[src/design/ttsc_pkg.sv]
package ttsc_pkg;

    // widths fixed by the item and register formats
    localparam int POS_W       = 12;
    localparam int TIME_W      = 32;
    localparam int TRAVEL_W    = 12;
    localparam int DUR_W       = 16;
    localparam int SQ_W        = 2 * TRAVEL_W;
    localparam int CFG_IDX_W   = 8;
    localparam int CFG_DATA_W  = 16;

    localparam int COORD_BITS_DEF = 12;

    // register reset values, squares kept alongside the plain values
    localparam logic [TRAVEL_W-1:0] SWIPE_MIN_TRAVEL_RST   = TRAVEL_W'(40);
    localparam logic [DUR_W-1:0]    SWIPE_MAX_DURATION_RST = DUR_W'(300);
    localparam logic [TRAVEL_W-1:0] TAP_MAX_TRAVEL_RST     = TRAVEL_W'(15);
    localparam logic [DUR_W-1:0]    TAP_MAX_DURATION_RST   = DUR_W'(250);
    localparam logic [SQ_W-1:0]     SWIPE_MIN_SQ_RST       = SQ_W'(40 * 40);
    localparam logic [SQ_W-1:0]     TAP_MAX_SQ_RST         = SQ_W'(15 * 15);

    typedef enum logic [CFG_IDX_W-1:0] {
        CFG_SWIPE_MIN_TRAVEL   = 8'd0,
        CFG_SWIPE_MAX_DURATION = 8'd1,
        CFG_TAP_MAX_TRAVEL     = 8'd2,
        CFG_TAP_MAX_DURATION   = 8'd3
    } ttsc_cfg_idx_t;

    typedef enum logic {
        FUNC_SAMPLE = 1'b0,
        FUNC_REARM  = 1'b1
    } ttsc_func_t;

    typedef enum logic {
        GESTURE_TAP   = 1'b0,
        GESTURE_SWIPE = 1'b1
    } ttsc_gesture_t;

    typedef struct packed {
        ttsc_func_t        func;
        logic              pressed;
        logic [POS_W-1:0]  pos_x;
        logic [POS_W-1:0]  pos_y;
        logic [TIME_W-1:0] now_ms;
    } ttsc_item_t;

    typedef struct packed {
        ttsc_gesture_t     gesture;
        logic [TIME_W-1:0] stamp_ms;
    } ttsc_result_t;

    // thresholds as the classifier uses them
    typedef struct packed {
        logic [SQ_W-1:0]  swipe_min_sq;
        logic [DUR_W-1:0] swipe_max_dur;
        logic [SQ_W-1:0]  tap_max_sq;
        logic [DUR_W-1:0] tap_max_dur;
    } ttsc_cfg_t;

endpackage

[src/design/touch_tap_swipe_classifier_core.sv]
// an accepted beat is held in the input register until the output register has room; its result, if any,
// is loaded into the output register as the beat leaves, and m_valid is driven from the output register
// throughput: one beat per cycle while the output is not stalled, set by the state update in the tracker
// reset (aresetn low, synchronous): both registers empty, finger up, gesture spent,
// thresholds back to 40 / 300 ms swipe and 15 / 250 ms tap
module touch_tap_swipe_classifier_core #(
    parameter int COORD_BITS = ttsc_pkg::COORD_BITS_DEF
) (
    input  logic                               aclk,
    input  logic                               aresetn,

    // sample channel
    input  logic                               s_valid,
    output logic                               s_ready,
    input  ttsc_pkg::ttsc_item_t               s_data,

    // gesture channel
    output logic                               m_valid,
    input  logic                               m_ready,
    output ttsc_pkg::ttsc_result_t             m_data,

    // register write channel
    input  logic                               cfg_valid,
    output logic                               cfg_ready,
    input  logic [ttsc_pkg::CFG_IDX_W-1:0]     cfg_index,
    input  logic [ttsc_pkg::CFG_DATA_W-1:0]    cfg_data
);

    ttsc_pkg::ttsc_cfg_t    cfg;

    // input register
    logic                   in_valid_reg, in_valid_next;
    ttsc_pkg::ttsc_item_t   in_item_reg;
    logic                   in_load;

    // output register
    logic                   out_valid_reg, out_valid_next;
    ttsc_pkg::ttsc_result_t out_data_reg;

    // tracker side
    logic                   advance;
    logic                   emit;
    ttsc_pkg::ttsc_result_t result;

    // register writes are always accepted and take effect in the next cycle
    assign cfg_ready = 1'b1;

    ttsc_cfg_regs u_cfg_regs (
        .aclk     (aclk),
        .aresetn  (aresetn),
        .wr_en    (cfg_valid),
        .wr_index (cfg_index),
        .wr_data  (cfg_data),
        .cfg      (cfg)
    );

    // the held beat moves on whenever the output register has room for a result
    assign advance = in_valid_reg && (!out_valid_reg || m_ready);
    assign s_ready = !in_valid_reg || advance;
    assign in_load = s_valid && s_ready;

    always_comb begin
        in_valid_next = in_valid_reg;
        if (in_load) begin
            in_valid_next = 1'b1;
        end else if (advance) begin
            in_valid_next = 1'b0;
        end
    end

    ttsc_tracker #(
        .COORD_BITS (COORD_BITS)
    ) u_tracker (
        .aclk       (aclk),
        .aresetn    (aresetn),
        .item_valid (advance),
        .item       (in_item_reg),
        .cfg        (cfg),
        .emit       (emit),
        .result     (result)
    );

    // result register, refilled in the same cycle it is drained
    always_comb begin
        out_valid_next = out_valid_reg;
        if (advance && emit) begin
            out_valid_next = 1'b1;
        end else if (m_ready) begin
            out_valid_next = 1'b0;
        end
    end

    always_ff @(posedge aclk) begin
        if (!aresetn) begin
            in_valid_reg  <= 1'b0;
            out_valid_reg <= 1'b0;
        end else begin
            in_valid_reg  <= in_valid_next;
            out_valid_reg <= out_valid_next;
        end
    end

    // payload registers, no reset
    always_ff @(posedge aclk) begin
        if (in_load) begin
            in_item_reg <= s_data;
        end
        if (advance && emit) begin
            out_data_reg <= result;
        end
    end

    assign m_valid = out_valid_reg;
    assign m_data  = out_data_reg;

    // a produced result must show up on the output next cycle
    assert property (@(posedge aclk) disable iff (!aresetn)
        advance && emit |=> m_valid)
        else $error("result dropped");

    // a stalled output with a beat waiting must stall the input
    assert property (@(posedge aclk) disable iff (!aresetn)
        in_valid_reg && m_valid && !m_ready |-> !s_ready)
        else $error("input taken while pipeline blocked");

    // new results only come from a beat leaving the input register
    assert property (@(posedge aclk) disable iff (!aresetn)
        $rose(m_valid) |-> $past(advance))
        else $error("result without a beat");

endmodule

[src/design/ttsc_cfg_regs.sv]
module ttsc_cfg_regs (
    input  logic                                aclk,
    input  logic                                aresetn,
    input  logic                                wr_en,
    input  logic [ttsc_pkg::CFG_IDX_W-1:0]      wr_index,
    input  logic [ttsc_pkg::CFG_DATA_W-1:0]     wr_data,
    output ttsc_pkg::ttsc_cfg_t                 cfg
);

    logic [ttsc_pkg::TRAVEL_W-1:0] wr_travel;
    logic [ttsc_pkg::SQ_W-1:0]     wr_travel_sq;
    logic [ttsc_pkg::DUR_W-1:0]    wr_dur;

    ttsc_pkg::ttsc_cfg_t cfg_reg;
    ttsc_pkg::ttsc_cfg_t cfg_next;

    assign wr_travel    = wr_data[ttsc_pkg::TRAVEL_W-1:0];
    assign wr_dur       = wr_data[ttsc_pkg::DUR_W-1:0];
    // square the travel once at write time
    assign wr_travel_sq = ttsc_pkg::SQ_W'(wr_travel) * ttsc_pkg::SQ_W'(wr_travel);

    always_comb begin
        cfg_next = cfg_reg;
        if (wr_en) begin
            case (wr_index)
                ttsc_pkg::CFG_SWIPE_MIN_TRAVEL:   cfg_next.swipe_min_sq  = wr_travel_sq;
                ttsc_pkg::CFG_SWIPE_MAX_DURATION: cfg_next.swipe_max_dur = wr_dur;
                ttsc_pkg::CFG_TAP_MAX_TRAVEL:     cfg_next.tap_max_sq    = wr_travel_sq;
                ttsc_pkg::CFG_TAP_MAX_DURATION:   cfg_next.tap_max_dur   = wr_dur;
                default: ;
            endcase
        end
    end

    always_ff @(posedge aclk) begin
        if (!aresetn) begin
            cfg_reg.swipe_min_sq  <= ttsc_pkg::SWIPE_MIN_SQ_RST;
            cfg_reg.swipe_max_dur <= ttsc_pkg::SWIPE_MAX_DURATION_RST;
            cfg_reg.tap_max_sq    <= ttsc_pkg::TAP_MAX_SQ_RST;
            cfg_reg.tap_max_dur   <= ttsc_pkg::TAP_MAX_DURATION_RST;
        end else begin
            cfg_reg <= cfg_next;
        end
    end

    assign cfg = cfg_reg;

endmodule

[src/design/ttsc_dist_sq.sv]
module ttsc_dist_sq #(
    parameter int COORD_BITS = ttsc_pkg::COORD_BITS_DEF
) (
    input  logic [COORD_BITS-1:0]   ax,
    input  logic [COORD_BITS-1:0]   ay,
    input  logic [COORD_BITS-1:0]   bx,
    input  logic [COORD_BITS-1:0]   by,
    output logic [2*COORD_BITS:0]   d2
);

    localparam int PROD_W = 2 * COORD_BITS;

    logic [COORD_BITS-1:0] dx;
    logic [COORD_BITS-1:0] dy;
    logic [PROD_W-1:0]     dx_sq;
    logic [PROD_W-1:0]     dy_sq;

    // absolute differences
    assign dx = (ax >= bx) ? (ax - bx) : (bx - ax);
    assign dy = (ay >= by) ? (ay - by) : (by - ay);

    assign dx_sq = PROD_W'(dx) * PROD_W'(dx);
    assign dy_sq = PROD_W'(dy) * PROD_W'(dy);

    assign d2 = (PROD_W + 1)'(dx_sq) + (PROD_W + 1)'(dy_sq);

endmodule

[src/design/ttsc_tracker.sv]
module ttsc_tracker #(
    parameter int COORD_BITS = ttsc_pkg::COORD_BITS_DEF
) (
    input  logic                     aclk,
    input  logic                     aresetn,
    input  logic                     item_valid,
    input  ttsc_pkg::ttsc_item_t     item,
    input  ttsc_pkg::ttsc_cfg_t      cfg,
    output logic                     emit,
    output ttsc_pkg::ttsc_result_t   result
);

    localparam int D2_W  = 2 * COORD_BITS + 1;
    localparam int CMP_W = (D2_W > ttsc_pkg::SQ_W) ? D2_W : ttsc_pkg::SQ_W;

    logic [COORD_BITS-1:0] x;
    logic [COORD_BITS-1:0] y;
    logic [COORD_BITS-1:0] px;
    logic [COORD_BITS-1:0] py;
    logic [D2_W-1:0]       d2;
    logic [CMP_W-1:0]      d2_ext;
    logic [ttsc_pkg::TIME_W-1:0] duration;
    logic                  swipe_far;
    logic                  swipe_quick;
    logic                  tap_near;
    logic                  tap_quick;

    logic                  finger_down_reg, finger_down_next;
    logic                  spent_reg, spent_next;
    logic [COORD_BITS-1:0] start_x_reg, start_x_next;
    logic [COORD_BITS-1:0] start_y_reg, start_y_next;
    logic [COORD_BITS-1:0] last_x_reg, last_x_next;
    logic [COORD_BITS-1:0] last_y_reg, last_y_next;
    logic [ttsc_pkg::TIME_W-1:0] start_time_reg, start_time_next;

    assign x = COORD_BITS'(item.pos_x);
    assign y = COORD_BITS'(item.pos_y);

    // a held finger measures the new point, a lift measures the last one
    assign px = item.pressed ? x : last_x_reg;
    assign py = item.pressed ? y : last_y_reg;

    ttsc_dist_sq #(
        .COORD_BITS (COORD_BITS)
    ) u_dist_sq (
        .ax (px),
        .ay (py),
        .bx (start_x_reg),
        .by (start_y_reg),
        .d2 (d2)
    );

    assign d2_ext      = CMP_W'(d2);
    assign duration    = item.now_ms - start_time_reg;
    assign swipe_far   = d2_ext >= CMP_W'(cfg.swipe_min_sq);
    assign swipe_quick = duration <= ttsc_pkg::TIME_W'(cfg.swipe_max_dur);
    assign tap_near    = d2_ext <= CMP_W'(cfg.tap_max_sq);
    assign tap_quick   = duration <= ttsc_pkg::TIME_W'(cfg.tap_max_dur);

    always_comb begin
        finger_down_next = finger_down_reg;
        spent_next       = spent_reg;
        start_x_next     = start_x_reg;
        start_y_next     = start_y_reg;
        last_x_next      = last_x_reg;
        last_y_next      = last_y_reg;
        start_time_next  = start_time_reg;
        emit             = 1'b0;
        result.gesture   = ttsc_pkg::GESTURE_TAP;
        result.stamp_ms  = item.now_ms;
        if (item_valid) begin
            if (item.func == ttsc_pkg::FUNC_REARM) begin
                spent_next = 1'b1;
            end else if (item.pressed) begin
                last_x_next = x;
                last_y_next = y;
                if (!finger_down_reg) begin
                    // touch-down arms a new gesture
                    finger_down_next = 1'b1;
                    spent_next       = 1'b0;
                    start_x_next     = x;
                    start_y_next     = y;
                    start_time_next  = item.now_ms;
                end else if (!spent_reg && swipe_far) begin
                    // far enough: swipe if quick, drag otherwise
                    spent_next = 1'b1;
                    if (swipe_quick) begin
                        emit           = 1'b1;
                        result.gesture = ttsc_pkg::GESTURE_SWIPE;
                    end
                end
            end else if (finger_down_reg) begin
                finger_down_next = 1'b0;
                if (!spent_reg && tap_near && tap_quick) begin
                    emit           = 1'b1;
                    result.gesture = ttsc_pkg::GESTURE_TAP;
                end
            end
        end
    end

    always_ff @(posedge aclk) begin
        if (!aresetn) begin
            finger_down_reg <= 1'b0;
            spent_reg       <= 1'b1;
            start_x_reg     <= '0;
            start_y_reg     <= '0;
            last_x_reg      <= '0;
            last_y_reg      <= '0;
            start_time_reg  <= '0;
        end else begin
            finger_down_reg <= finger_down_next;
            spent_reg       <= spent_next;
            start_x_reg     <= start_x_next;
            start_y_reg     <= start_y_next;
            last_x_reg      <= last_x_next;
            last_y_reg      <= last_y_next;
            start_time_reg  <= start_time_next;
        end
    end

    // a swipe always spends the gesture
    assert property (@(posedge aclk) disable iff (!aresetn)
        emit && result.gesture == ttsc_pkg::GESTURE_SWIPE |=> spent_reg)
        else $error("swipe left gesture armed");

    // a tap only comes with the lift
    assert property (@(posedge aclk) disable iff (!aresetn)
        emit && result.gesture == ttsc_pkg::GESTURE_TAP |=> !finger_down_reg)
        else $error("tap without lift");

endmodule
[config.mk]
export PLATFORM = sky130hd
export DESIGN_NAME = touch_tap_swipe_classifier_core
export DESIGN_NICKNAME = d
export VERILOG_FILES = /design/src/design/ttsc_pkg.sv /design/src/design/touch_tap_swipe_classifier_core.sv /design/src/design/ttsc_cfg_regs.sv /design/src/design/ttsc_dist_sq.sv /design/src/design/ttsc_tracker.sv
export SDC_FILE = /design/constraint.sdc
export NUM_CORES = 1
export LEC_CHECK = 0
export BUFFER_PORTS_ARGS = -buffer_cell sky130_fd_sc_hd__buf_2
export CELL_PAD_IN_SITES_DETAIL_PLACEMENT = 1
export CELL_PAD_IN_SITES_GLOBAL_PLACEMENT = 1
export CORE_MARGIN = 2
export CORE_UTILIZATION = 53
export DETAILED_ROUTE_END_ITERATION = 8
export PLACE_DENSITY = 0.88
export SYNTH_ARGS = -nofsm -noshare
export SYNTH_HDL_FRONTEND = slang
export SYNTH_HIERARCHICAL = 1
export SYNTH_SLANG_ARGS = --single-unit
[constraint.sdc]
create_clock -name aclk -period 39.1 [get_ports aclk]
set_clock_uncertainty 0.1 [all_clocks]
set_input_delay 3.91 -clock aclk [delete_from_list [all_inputs] [get_ports aclk]]
set_output_delay 3.91 -clock aclk [all_outputs]
set_load 0.05 [all_outputs]
After elaboration in Yosys (flattened, before gate mapping)
Index checks and enable logic that the tools add are counted.
- bits of input ports: 87
- output and inout port bits: 36
- logic and storage cells: 87
- flip-flop bits (word level): 255
- bitwise gates (word level): 4
- equal/unequal tests: 4
- add/sub/neg operators: 6
- reduce and logical (&&, ||, !) cells: 23
- $lt $le $gt $ge: 6
- multiplexer cells: 21
- multiply operators: 3
- operators with widths (operator ; number):
    multiplier 12 x 12 -> 24 bit ; 3
    <= comparator 32 x 16 -> 1 bit ; 2
    2-to-1 mux 12 bit ; 4
    subtractor 12 bit ; 4
    subtractor 32 bit ; 1
    adder 24 x 24 -> 25 bit ; 1
    greater-or-equal comparator 25 x 24 -> 1 bit ; 1
    <= comparator 25 x 24 -> 1 bit ; 1
    greater-or-equal comparator 12 bit ; 2
    2-to-1 mux 1 bit ; 17
    equality test 8 x 2 -> 1 bit (second input constant) ; 2
    AND reduction 2 bit ; 5
    equality test 8 x 1 -> 1 bit (second input constant) ; 1
    logical NOT 8 bit ; 1
    logical AND 1 bit ; 6
    nonzero test 2 bit ; 3
    inverter 1 bit ; 4
    AND reduction 4 bit ; 1
    logical NOT 1 bit ; 3
    != test 3 bit (second input constant) ; 1
    AND reduction 3 bit ; 1
    OR reduction 3 bit ; 1
    logical OR 1 bit ; 2

Logic depth before layout (Yosys ltp)
Gate-level depths: netlist of run 1.
- depth in word-level cells: 15
- gate-level depth with buffers: 50
- gate-level depth less buffers: 48

By module
The synthesis of run 1 kept the hierarchy.
- modules (own cells, without submodules) (module ; cells an instance ; area an instance (um^2) ; times used ; sequential area each (um^2)):
    ttsc_dist_sq ; 1209 ; 10401.2 ; 1 ; 0.0
    ttsc_tracker ; 1029 ; 7681.1 ; 1 ; 1641.6
    ttsc_cfg_regs ; 842 ; 6964.2 ; 1 ; 1561.5
    touch_tap_swipe_classifier_core ; 106 ; 2856.5 ; 1 ; 2772.7

Worst setup path after synthesis of run 1
No wires, ideal clock.
- path kind: register to register
- from: reg in_item_reg[56] (netlist bit)
- to: reg out_data_reg (netlist bit m_data[0]) (enable)
- path buffers: 3
- clock period less this slack: 12410 ps
- required time: 38577 ps
- data arrival time: 11887 ps
- setup time: 423 ps
- cell stages (with the launch flop): 45
- slack: 26690 ps
- cell sequence: edfxtp_1 clkbuf_1 buf_1 mux2_2 inv_1 ha_1 inv_1 fa_1 nand3_1 a311oi_2 nor4_2 a21oi_4 buf_4 a31oi_1 xor2_1 inv_2 or2_2 fa_1 (+9 left out) ha_1 a21o_1 a21o_1 a21oi_1 o21ai_0 or3_1 a31o_2 a21o_1 xor2_1 ha_1 nand4b_1 nor4_1 nand2_1 o21ai_0 nand4_1 a21oi_2 nand2_1 nor2_1
- cells in the longest elaborated chain, start to end: 14
- elaborated cells on any way between the ends: 26
- those cells by class: add/sub: 5; mul: 2; order compare: 4; mux: 11; reduce/logical: 4
- RTL lines (item ; line ; source):
    from (decl) ; touch_tap_swipe_classifier_core.sv:33 ; ttsc_pkg::ttsc_item_t in_item_reg;
    from (signal assigned) ; touch_tap_swipe_classifier_core.sv:106 ; in_item_reg <= s_data;
    2-to-1 mux 12 bit * ; n/a ;
    via u_tracker.py[0] ; ttsc_tracker.sv:19 ; logic [COORD_BITS-1:0] py;
    subtractor 12 bit / greater-or-equal comparator 12 bit (equally long branches) ; ttsc_dist_sq.sv:20 ; assign dy = (ay >= by) ? (ay - by) : (by - ay);
    2-to-1 mux 12 bit * ; ttsc_dist_sq.sv:20 ;
    multiplier 12 x 12 -> 24 bit * ; ttsc_dist_sq.sv:23 ; assign dy_sq = PROD_W'(dy) * PROD_W'(dy);
    adder 24 x 24 -> 25 bit * ; ttsc_dist_sq.sv:25 ; assign d2 = (PROD_W + 1)'(dx_sq) + (PROD_W + 1)'(dy_sq);
    via u_tracker.d2[22] ; ttsc_tracker.sv:20 ; logic [D2_W-1:0] d2;
    <= comparator 25 x 24 -> 1 bit ; ttsc_tracker.sv:57 ; assign tap_near = d2_ext <= CMP_W'(cfg.tap_max_sq);
    logical AND 1 bit (2 in a row) ; ttsc_tracker.sv:94 ; if (!spent_reg && tap_near && tap_quick) begin
    2-to-1 mux 1 bit ; ttsc_tracker.sv:94 ;
    2-to-1 mux 1 bit ; ttsc_tracker.sv:92 ; end else if (finger_down_reg) begin
    2-to-1 mux 1 bit * ; ttsc_tracker.sv:74 ; end else if (item.pressed) begin
    2-to-1 mux 1 bit * ; ttsc_tracker.sv:72 ; if (item.func == ttsc_pkg::FUNC_REARM) begin
    2-to-1 mux 1 bit * ; ttsc_tracker.sv:71 ; if (item_valid) begin
    via emit ; touch_tap_swipe_classifier_core.sv:42 ; logic emit;
    logical AND 1 bit * ; touch_tap_swipe_classifier_core.sv:108 ; if (advance && emit) begin
    to (signal assigned) ; touch_tap_swipe_classifier_core.sv:109 ; out_data_reg <= result;
    to (decl) ; touch_tap_swipe_classifier_core.sv:38 ; ttsc_pkg::ttsc_result_t out_data_reg;
The timed path passes the listed nets; every way through them passes the cells marked *.
A chain may end at the register's enable or synchronous reset.

Worst setup path in the final report of run 1
- from: reg in_item_reg[56] (netlist bit)
- to: reg out_data_reg (netlist bit m_data[8]) (enable)
Same word-level chain as after synthesis.

==> flow_summary.ini, run 1 <==
[critical_path]
cp_common_cell = sky130_fd_sc_hd__fa_1
max_stage_delay_ns = 0.84
critical_path_required_ns = 39.19
critical_path.max_fanout = 33
worst_endpoint_data_arrival_time_ns = 13.25
worst_setup_path_end_kind = register
cpMaxStageDelayCell = sky130_fd_sc_hd__nor2_4
timing_worst_setup_path_type = reg -> reg
worstSetupStartpointType = register

[placement]
dp.final_hpwl_microns = 64900
gpl.final_weighted_congestion = 0.873
placement.io_buffers = 121
dp_slack_ns = 26.17
dpl_cell_area_sq_um = 28800

[clock_network]
cts_repair_resize_count = 0
largest_buffer_count_on_any_clock_path = 3
clock_tree.htree_level_count = 1
worst_skew_pair.late_latency_ns = 0.58
cts.sink_count = 253
tritoncts = done
cts.repair_timing.setup_buffer_count = 0
cts.clk_slew.worst_paths_ns = 0.07
cts_made_buffers = 29
clk_root_buffer_cell = sky130_fd_sc_hd__clkbuf_16
hold_buffers = 0

[synthesis]
synthesis.yosys.warnings = 6
synth.yosys.seq_area_share = 0.214
synthesized_netlist_cell_count = 3186
syn-cell-area_sq_um = 27900
yosysUniqueCellTypes = 95
post_synth.cell_area_avg_sq_um = 8.76
synth_edf_count = 91
synth-async-reset-ratio = 0
number_of_synthesized_register_bits = 253
synth_ff_type = sky130_fd_sc_hd__dfxtp_1

[cells_and_area]
drive_above_1_share = 0.0854
fin_nets = 3910
fill_cells = 6164
areaGrowthSynthToFinish_pct = 6.39
largest_register_ffs = 78
design_area_sq_um = 29700

[timing]
final.hold.worst_slack_ns = 0.354
achievable-frequency_mhz = 76.0
final.setup.tns_ns = 0
finalMaxSlewViolations = 0
timing.slew.headroom = 0.189
layout_setup_ws_ns = 25.94
finalCritPeriodShare = 0.337
hold_violations = 0
finalWorstPathRequiredPeriod_ns = 13.16
finalSetupViolCount = 0
tightestPinTransition_ns = 1.21
grt_setup_unrepaired = false

[global_route]
vias_in_the_first_global_route = 25500
antenna_found_initial = 1
grt_first_pass_wirelength_microns = 134000
global_route.overflow_total = 0
grt_max_degree = 86
global_route.usage.total = 0.308

[floorplanning]
core_area_sq_um = 52300
dieWidth_microns = 233
floorplan.initialDensity = 0.533
io_pins = 123
die_h_microns = 233
dieArea_sq_um = 54500
fp-row-count = 84

[hold_path]
min_path_type = reg -> reg

[detailed_routing]
drtPass1Iterations = 5
detail_route.wl_per_cell_microns = 20.9
postRouteAntennaNets = 0
routed_via_density = 5.67
routed_vias = 22300
drt_iter0_markers = 991
wl_microns = 82000
post_detailed_route_drc_marker_count = 0

[outcome]
run_status = completed

[flow_run]
maxCapViolations = 0
[worst max-delay path: cells and delay by family, from the launching register on]
family | cells | cell delay, ns
buffers and inverters | 6 | 0.79
adders and majority gates | 10 | 4.67
DFF | 1 | 0.32
and+or+nand+nor | 12 | 2.93
muxes | 2 | 0.70
AOI/OAI and AO/OA | 8 | 2.12
xor gates and xnor gates | 2 | 1.03
[kinds of logic (layout without fill, tap and decap cells)]
family / after synthesis / count (layout) / share of synthesized area
other: 2 / 5 / 0.000269
muxes: 45 / 45 / 0.0175
adders and majority gates: 612 / 612 / 0.353
AOI/OAI and AO/OA: 535 / 535 / 0.129
and+or+nand+nor: 899 / 899 / 0.150
buffers and inverters: 759 / 805 / 0.110
DFF: 253 / 253 / 0.214
xor gates and xnor gates: 81 / 81 / 0.0268
[cells in the final DEF (no fill, tap or decap), drive strengths merged, types with 30 or more instances in the layout]
| cell | instances |
|---|---|
| inv | 614 |
| nand2 | 399 |
| ha | 321 |
| fa | 291 |
| nor2 | 184 |
| dfxtp | 162 |
| a21oi | 147 |
| buf | 139 |
| edfxtp | 91 |
| a21boi | 84 |
| o21ai | 81 |
| and2 | 56 |
| xnor2 | 51 |
| a21o | 47 |
| nand3 | 44 |
| clkbuf | 43 |
| nand2b | 41 |
| nor2b | 32 |
| mux2 | 31 |
| xor2 | 30 |
[through the flow]
step                      instances   util
final                          3923  0.567
after global routing           3921  0.567
after CTS                      3921  0.567
after detailed placement       3868  0.550
after global placement         3868  0.550
after floorplan                3187      -
[final cells by class]
| cell class | count | area, sq um | share of cell area |
|---|---|---|---|
| diodes | 2 | 5.00 | 0.000169 |
| clock inverters | 10 | 85.1 | 0.00287 |
| inverters | 613 | 2310 | 0.0777 |
| multi-input cells | 2175 | 18900 | 0.636 |
| well taps | 688 | 861 | 0.0290 |
| clock buffers | 43 | 828 | 0.0279 |
| repair buffers | 139 | 743 | 0.0250 |
| flip-flops and latches | 253 | 5980 | 0.201 |
[synthesized netlist by cell type, drive strengths merged (4+ instances only)]
cell	count	area, sq um
nand4	28	175
o21ai	81	405
and4	7	61.3
nor2b	32	208
a221oi	4	35.0
nor2	184	693
buf	78	514
xor2	30	270
a2111oi	8	88.8
o31a	6	53.8
nor4	14	109
fa	291	5830
clkbuf	68	256
or3	13	81.3
or2	23	144
nand3b	6	45.0
nand2b	41	267
edfxtp	91	2730
nor3	26	130
ha	321	4020
a211oi	16	125
a31o	5	43.8
mux2i	14	140
o22ai	4	25.0
a31oi	25	156
o2111ai	8	70.1
o21a	24	180
a21oi	147	754
o31ai	8	60.1
and3	16	100
a21o	47	353
o21bai	11	82.6
mux2	31	349
a21boi	84	631
and2	56	350
nand3	44	220
o211ai	25	206
dfxtp	162	3240
xnor2	51	477
nand2	399	1500
a211o	7	61.3
inv	611	2290
[path summary, 6_finish.rpt]
check / end / slack (ns) / from / depth (start not counted)
max: m_data[8] / 25.94 / in_item_reg[56] / 40
min: u_cfg_regs/cfg[75] / 0.35 / u_cfg_regs/cfg[75] / 2
max reg2reg: m_data[8] / 25.94 / in_item_reg[56] / 40
min reg2reg: u_cfg_regs/cfg[75] / 0.35 / u_cfg_regs/cfg[75] / 2
[routing by layer]
| metal | track usage | part of all wire | routed length, microns |
|---|---|---|---|
| met1 | 0.354 | 0.39 | 32300 |
| met2 | 0.584 | 0.54 | 44000 |
| met3 | 0.0321 | 0.029 | 2370 |
| met4 | 0.120 | 0.039 | 3240 |
| met5 | 0 | 0 | 0 |
Power of run 1 is not shown: default switching activity piles up to over one toggle a cycle in this logic, so the estimate is an artifact.
==> inputs of run 2 (changes only) <==
--- a/config.mk
+++ b/config.mk
@@ -5,13 +5,14 @@
 export SDC_FILE = /design/constraint.sdc
 export NUM_CORES = 1
 export LEC_CHECK = 0
+export ABC_AREA = 1
 export BUFFER_PORTS_ARGS = -buffer_cell sky130_fd_sc_hd__buf_2
 export CELL_PAD_IN_SITES_DETAIL_PLACEMENT = 1
 export CELL_PAD_IN_SITES_GLOBAL_PLACEMENT = 1
 export CORE_MARGIN = 2
-export CORE_UTILIZATION = 53
+export CORE_UTILIZATION = 48
 export DETAILED_ROUTE_END_ITERATION = 8
-export PLACE_DENSITY = 0.88
+export PLACE_DENSITY = 0.83
 export SYNTH_ARGS = -nofsm -noshare
 export SYNTH_HDL_FRONTEND = slang
 export SYNTH_HIERARCHICAL = 1
==> constraint.sdc (replaced) <==
create_clock -name aclk -period 13.3 [get_ports aclk]
set_clock_uncertainty 0.1 [all_clocks]
set_input_delay 1.33 -clock aclk [delete_from_list [all_inputs] [get_ports aclk]]
set_output_delay 1.33 -clock aclk [all_outputs]
set_load 0.05 [all_outputs]
==> run 2 against run 1 <==
Against the previous run: largest cell class unchanged; synthesized area rose by 6.3%; sequential cell count did not move; clock-buffer cell count is 8 lower; sequential share of layout area fell by 1.2 points; critical endpoint is now m_data[30]; die area is 17% higher; highest routed layer is now met5.
==> flow_summary.ini, run 2 <==
[outcome]
run_status = completed

[synthesis]
post_synth_and_or_nand_nor_area_fraction = 0.217
yosys-mux-area-fraction = 0.000380
synthXorXnorAreaFrac = 0.0218
yosysUniqueCellTypes = 53
post_synth_adder_cell_area = 0.332
yosys.area.top_type = sky130_fd_sc_hd__fa_1
number_of_synthesized_register_bits = 253
syn-cell-area_sq_um = 29700
synthTopCellsByCount = sky130_fd_sc_hd__inv_1 (937), sky130_fd_sc_hd__nand2_1 (790), sky130_fd_sc_hd__nor2_1 (346)
post_synth.cell_area_avg_sq_um = 7.50
synth_top_family_by_area = adder cells
synth_ff_type = sky130_fd_sc_hd__dfxtp_1
post-synth-top-count-cell = sky130_fd_sc_hd__inv_1
synth-async-reset-ratio = 0
synthesis.yosys.warnings = 6
synthesized_netlist_cell_count = 3955
yosys-top-cells-area = sky130_fd_sc_hd__fa_1 (20%), sky130_fd_sc_hd__ha_1 (14%), sky130_fd_sc_hd__inv_1 (12%), sky130_fd_sc_hd__dfxtp_1 (11%), sky130_fd_sc_hd__nand2_1 (10%)
synth_edf_count = 91
synth.yosys.seq_area_share = 0.201
synth_top_cell_area_share = 0.196
synth-compound-area-share = 0.0776

[placement]
dp.final_hpwl_microns = 69300
placement.io_buffers = 121
gpl.final_weighted_congestion = 0.896

[critical_path]
setup.worst_path.start = in_item_reg[56]
timing_worst_setup_path_type = reg -> reg
cpMaxStageDelayCell = sky130_fd_sc_hd__nor2_4
ff2ff_path_depth = 42
max_stage_delay_ns = 0.90
r2r_slack_ns = 1.42
critical_path_required_ns = 13.39
critical_path.max_fanout = 33
worstSetupStartpointType = register
worst_endpoint_data_arrival_time_ns = 11.97
worst_setup_path_end_kind = register
critical_path.endpoint = m_data[30]
critical_path.reg2reg.endpoint = m_data[30]
worst_r2r_startpoint = in_item_reg[56]

[global_route]
antenna_found_initial = 5
grt_max_degree = 77
global_route.overflow_total = 0
grt_first_pass_wirelength_microns = 138000
global_route.usage.total = 0.268
vias_in_the_first_global_route = 27500

[cells_and_area]
drive_above_1_share = 0.0863
final_common_cell = sky130_fd_sc_hd__inv_1
fill_cells = 7871
largest_register_ffs = 78
fin_nets = 4697
diodes = 0
areaGrowthSynthToFinish_pct = 6.68
most-common-layout-cells = sky130_fd_sc_hd__inv_1 (935), sky130_fd_sc_hd__nand2_1 (790), sky130_fd_sc_hd__nor2_1 (344), sky130_fd_sc_hd__ha_1 (321), sky130_fd_sc_hd__fa_1 (291)

[floorplanning]
fp-row-count = 91
core_area_sq_um = 61400
dieWidth_microns = 253
dieArea_sq_um = 63800
io_pins = 123
floorplan.initialDensity = 0.483
die_h_microns = 253

[detailed_routing]
wl_microns = 83600
drt_iter0_markers = 1076
post_detailed_route_drc_marker_count = 0
drtPass1Iterations = 5
routed_vias = 24900
postRouteAntennaNets = 0
routed_via_density = 5.18
detail_route.wl_per_cell_microns = 17.4

[clock_network]
cts.repair_timing.setup_buffer_count = 0
clk_root_buffer_cell = sky130_fd_sc_hd__clkbuf_16
tritoncts = done
worst_skew_pair.late_latency_ns = 0.60
cts.sink_count = 253
largest_buffer_count_on_any_clock_path = 3
cts_repair_resize_count = 0
hold_buffers = 0
clock_tree.htree_level_count = 1
cts_made_buffers = 30
cts.clk_slew.worst_paths_ns = 0.06

[timing]
hold_violations = 0
tightestPinTransition_ns = 1.18
finalWorstPathRequiredPeriod_ns = 11.88
finalSetupViolCount = 0
grt_setup_unrepaired = false
timing.slew.headroom = 0.213
finalCritPeriodShare = 0.893
finalMaxSlewViolations = 0
achievable-frequency_mhz = 84.2
final.setup.tns_ns = 0

[flow_run]
maxCapViolations = 0

[hold_path]
min_path_type = reg -> reg
[run 2: worst max-delay path, delay by kind of cell, from the launching register on]
| kind | cells | cell delay, ns |
|---|---|---|
| xor gates and xnor gates | 1 | 0.15 |
| and+or+nand+nor | 16 | 3.63 |
| adders and majority gates | 10 | 4.76 |
| buffers and inverters | 10 | 1.18 |
| AOI/OAI and AO/OA | 5 | 0.99 |
| DFF | 1 | 0.60 |
[run 2: area by class of cell]
cell class / instances / area, sq um / area share
multi-input combinational: 2595 / 19300 / 0.609
inverter: 989 / 3720 / 0.118
tap: 790 / 988 / 0.0312
clock inverter: 21 / 203 / 0.00640
clock buffer: 35 / 810 / 0.0256
timing repair buffer: 129 / 688 / 0.0217
sequential: 253 / 5980 / 0.189
[run 2: worst min-delay path by stage]
stage | from | endpoint | slack (ns) | cells past startpoint
final | u_tracker/last_x_reg[0] | u_tracker/last_x_reg[0] | 0.35 | 2
after global routing | u_tracker/last_x_reg[0] | u_tracker/last_x_reg[0] | 0.38 | 2
after CTS | u_tracker/last_x_reg[0] | u_tracker/last_x_reg[0] | 0.35 | 2
after detailed placement | u_tracker/last_x_reg[0] | u_tracker/last_x_reg[0] | 0.34 | 2
after global placement | u_tracker/last_x_reg[0] | u_tracker/last_x_reg[0] | 0.34 | 2
after floorplan | u_tracker/last_x_reg[0] | u_tracker/last_x_reg[0] | 0.32 | 2
[run 2: metal layers]
| layer | track usage | vias up | wire [microns] |
|---|---|---|---|
| met1 | 0.331 | 12300 | 35500 |
| li1 | - | 12100 | - |
| met4 | 0.0764 | 8 | 2420 |
| met5 | 0 | - | 46 |
| met2 | 0.490 | 413 | 42400 |
| met3 | 0.0319 | 137 | 3190 |
[run 2: cells by family after synthesis]
group / after synthesis
and+or+nand+nor: 1480
buffers and inverters: 1108
adders and majority gates: 612
AOI/OAI and AO/OA: 425
DFF: 253
xor gates and xnor gates: 74
other: 2
muxes: 1
[run 2: through the flow]
| step | setup WS [ns] | std cells | utilization | instance area [sq um] | hold WS (ns) |
|---|---|---|---|---|---|
| floorplan | 2.50 | 3956 | - | 29700 | 0.324 |
| global placement | 1.43 | 4755 | 0.499 | 30600 | 0.338 |
| detailed placement | 1.03 | 4755 | 0.499 | 30600 | 0.342 |
| CTS | 1.02 | 4811 | 0.515 | 31600 | 0.350 |
| global route | 0.583 | 4812 | 0.516 | 31700 | 0.377 |
| finish | 1.42 | 4812 | 0.516 | 31700 | 0.349 |
Power of run 2 is left out for the same reason.
==> inputs of run 3 (changes only) <==
--- a/config.mk
+++ b/config.mk
@@ -10,9 +10,10 @@
 export CELL_PAD_IN_SITES_DETAIL_PLACEMENT = 1
 export CELL_PAD_IN_SITES_GLOBAL_PLACEMENT = 1
 export CORE_MARGIN = 2
-export CORE_UTILIZATION = 48
+export CORE_UTILIZATION = 49
+export CTS_BUF_LIST = sky130_fd_sc_hd__clkbuf_2
 export DETAILED_ROUTE_END_ITERATION = 8
-export PLACE_DENSITY = 0.83
+export PLACE_DENSITY = 0.84
 export SYNTH_ARGS = -nofsm -noshare
 export SYNTH_HDL_FRONTEND = slang
 export SYNTH_HIERARCHICAL = 1
==> run 3 against run 2 <==
Against the previous run: non-clock buffer count decreased by 2; sequential share of layout area increased by 0.23 points; fmax increased by 0.77%; via count increased by 0.57%; final cell count increased by 1.3%; utilization increased by 0.42 points; register-to-register slack improved by 0.09 ns; design area decreased by 1.2%; clock-buffer cell count increased by 71; worst setup slack improved by 0.091 ns; sequential cell count unchanged; largest cell class unchanged.
==> flow_summary.ini, run 3 (same netlist as run 2, synthesis figures left out) <==
[critical_path]
critical_path_required_ns = 13.74
setup.worst_path.start = in_item_reg[56]
critical_path.max_fanout = 50
r2r_slack_ns = 1.51
ff2ff_path_depth = 42
crit_family = adder cells
worst_r2r_startpoint = in_item_reg[56]
worstSetupStartpointType = register
timing_worst_setup_path_type = reg -> reg
max_stage_delay_ns = 0.90
worst_setup_path_end_kind = register
cpMaxStageDelayCell = sky130_fd_sc_hd__nor2_4
worst_endpoint_data_arrival_time_ns = 12.23
critical_path.reg2reg.endpoint = m_data[29]
crit_buf_inv = 10
cp.depth = 42

[timing]
finalMaxSlewViolations = 0
final.hold.worst_slack_ns = 0.356
tightestPinTransition_ns = 1.30
final.setup.tns_ns = 0
timing.slew.headroom = 0.133
layout_setup_ws_ns = 1.51
hold_violations = 0
finalCritPeriodShare = 0.886
achievable-frequency_mhz = 84.8
grt_setup_unrepaired = false
finalSetupViolCount = 0
finalWorstPathRequiredPeriod_ns = 11.79

[cells_and_area]
fin_util = 0.520
most-common-layout-cells = sky130_fd_sc_hd__inv_1 (935), sky130_fd_sc_hd__nand2_1 (790), sky130_fd_sc_hd__nor2_1 (344), sky130_fd_sc_hd__ha_1 (321), sky130_fd_sc_hd__fa_1 (291)
fill_cells = 7878
final_common_cell = sky130_fd_sc_hd__inv_1
areaGrowthSynthToFinish_pct = 5.39
largest_register_ffs = 78
drive_above_1_share = 0.101
seqCellArea_sq_um = 5980
fin_nets = 4736
footprint_of_the_multi_input_gates_sq_um = 19300

[detailed_routing]
drtPass1Iterations = 5
postRouteAntennaNets = 0
routed_via_density = 5.14
routed_vias = 25100
post_detailed_route_drc_marker_count = 0
drt_iter0_markers = 1152
detail_route.wl_per_cell_microns = 17.0
wl_microns = 83100

[clock_network]
clock_tree.htree_level_count = 3
cts.sink_count = 253
clk_root_buffer_cell = sky130_fd_sc_hd__clkbuf_2
worst_skew_pair.late_latency_ns = 1.02
cts_made_buffers = 71
cts.repair_timing.setup_buffer_count = 0
hold_buffers = 0
tritoncts = done
cts_repair_resize_count = 0
cts.clk_slew.worst_paths_ns = 0.09
largest_buffer_count_on_any_clock_path = 3

[floorplanning]
die_h_microns = 250
core_area_sq_um = 60100
io_pins = 123
fp-row-count = 90
dieWidth_microns = 250
dieArea_sq_um = 62500
floorplan.initialDensity = 0.493

[placement]
dp_slack_ns = 1.61
gpl.final_weighted_congestion = 0.918
dp.final_hpwl_microns = 68900
placement.io_buffers = 121

[hold_path]
hold_path_startpoint = u_tracker/last_y_reg[9]
hold-path-endpoint = u_tracker/last_y_reg[9]
min_delay_path_depth = 2
min_path_type = reg -> reg

[global_route]
antenna_found_initial = 4
global_route.peak_usage_layer = met2
met3_use_gr = 0.0370
gr-usage-met2 = 0.488
global_route.overflow_total = 0
vias_in_the_first_global_route = 27500
grt_first_pass_wirelength_microns = 137000
grt_max_degree = 77
global_route.usage.total = 0.271
grtUsageMet1 = 0.333

[flow_run]
maxCapViolations = 0

[outcome]
run_status = completed
run 3: cell types whose count changed in the layout (fill, tap and decap cells not counted), sizes merged, moves of 2 or more:
cell and change:
buf -2, bufinv -2, clkbuf +71, diode +4
run 3: cell type report:
cell class,instances,area share
Antenna cell,4,0.000320
Tap cell,782,0.0313
Multi-Input combinational cell,2595,0.616
Clock inverter,20,0.00420
Timing Repair Buffer,127,0.0209
Inverter,989,0.119
Sequential cell,253,0.191
Clock buffer,106,0.0170
run 3: layer usage:
metal / share of wire / up-vias
met3: 0.034 / 184
met2: 0.50 / 420
li1: - / 12200
met5: 0.00024 / -
met4: 0.032 / 4
met1: 0.43 / 12300
run 3: metrics by stage:
stage	cells	area, sq um
4_1_cts	4872	31300
5_1_grt	4875	31300
6_report	4876	31300
2_1_floorplan	3956	29700
3_5_place_dp	4746	30600
3_3_place_gp	4746	30600
run 3: worst register-to-register path: cells and delay by family (launching register included):
kind / cells / cell delay [ns]
AOI/OAI and AO/OA: 5 / 0.99
DFF: 1 / 0.33
xor gates and xnor gates: 1 / 0.33
adders and majority gates: 11 / 4.77
and+or+nand+nor: 15 / 3.52
buffers and inverters: 10 / 1.32
run 3: worst max-delay path by stage:
stage	endpoint	slack (ns)
after floorplan	m_data[0]	2.50
after global placement	m_data[12]	1.91
after detailed placement	m_data[13]	1.61
after CTS	m_data[25]	1.46
after global routing	m_data[31]	0.72
final	m_data[29]	1.51
Power of run 3 is left out for the same reason.
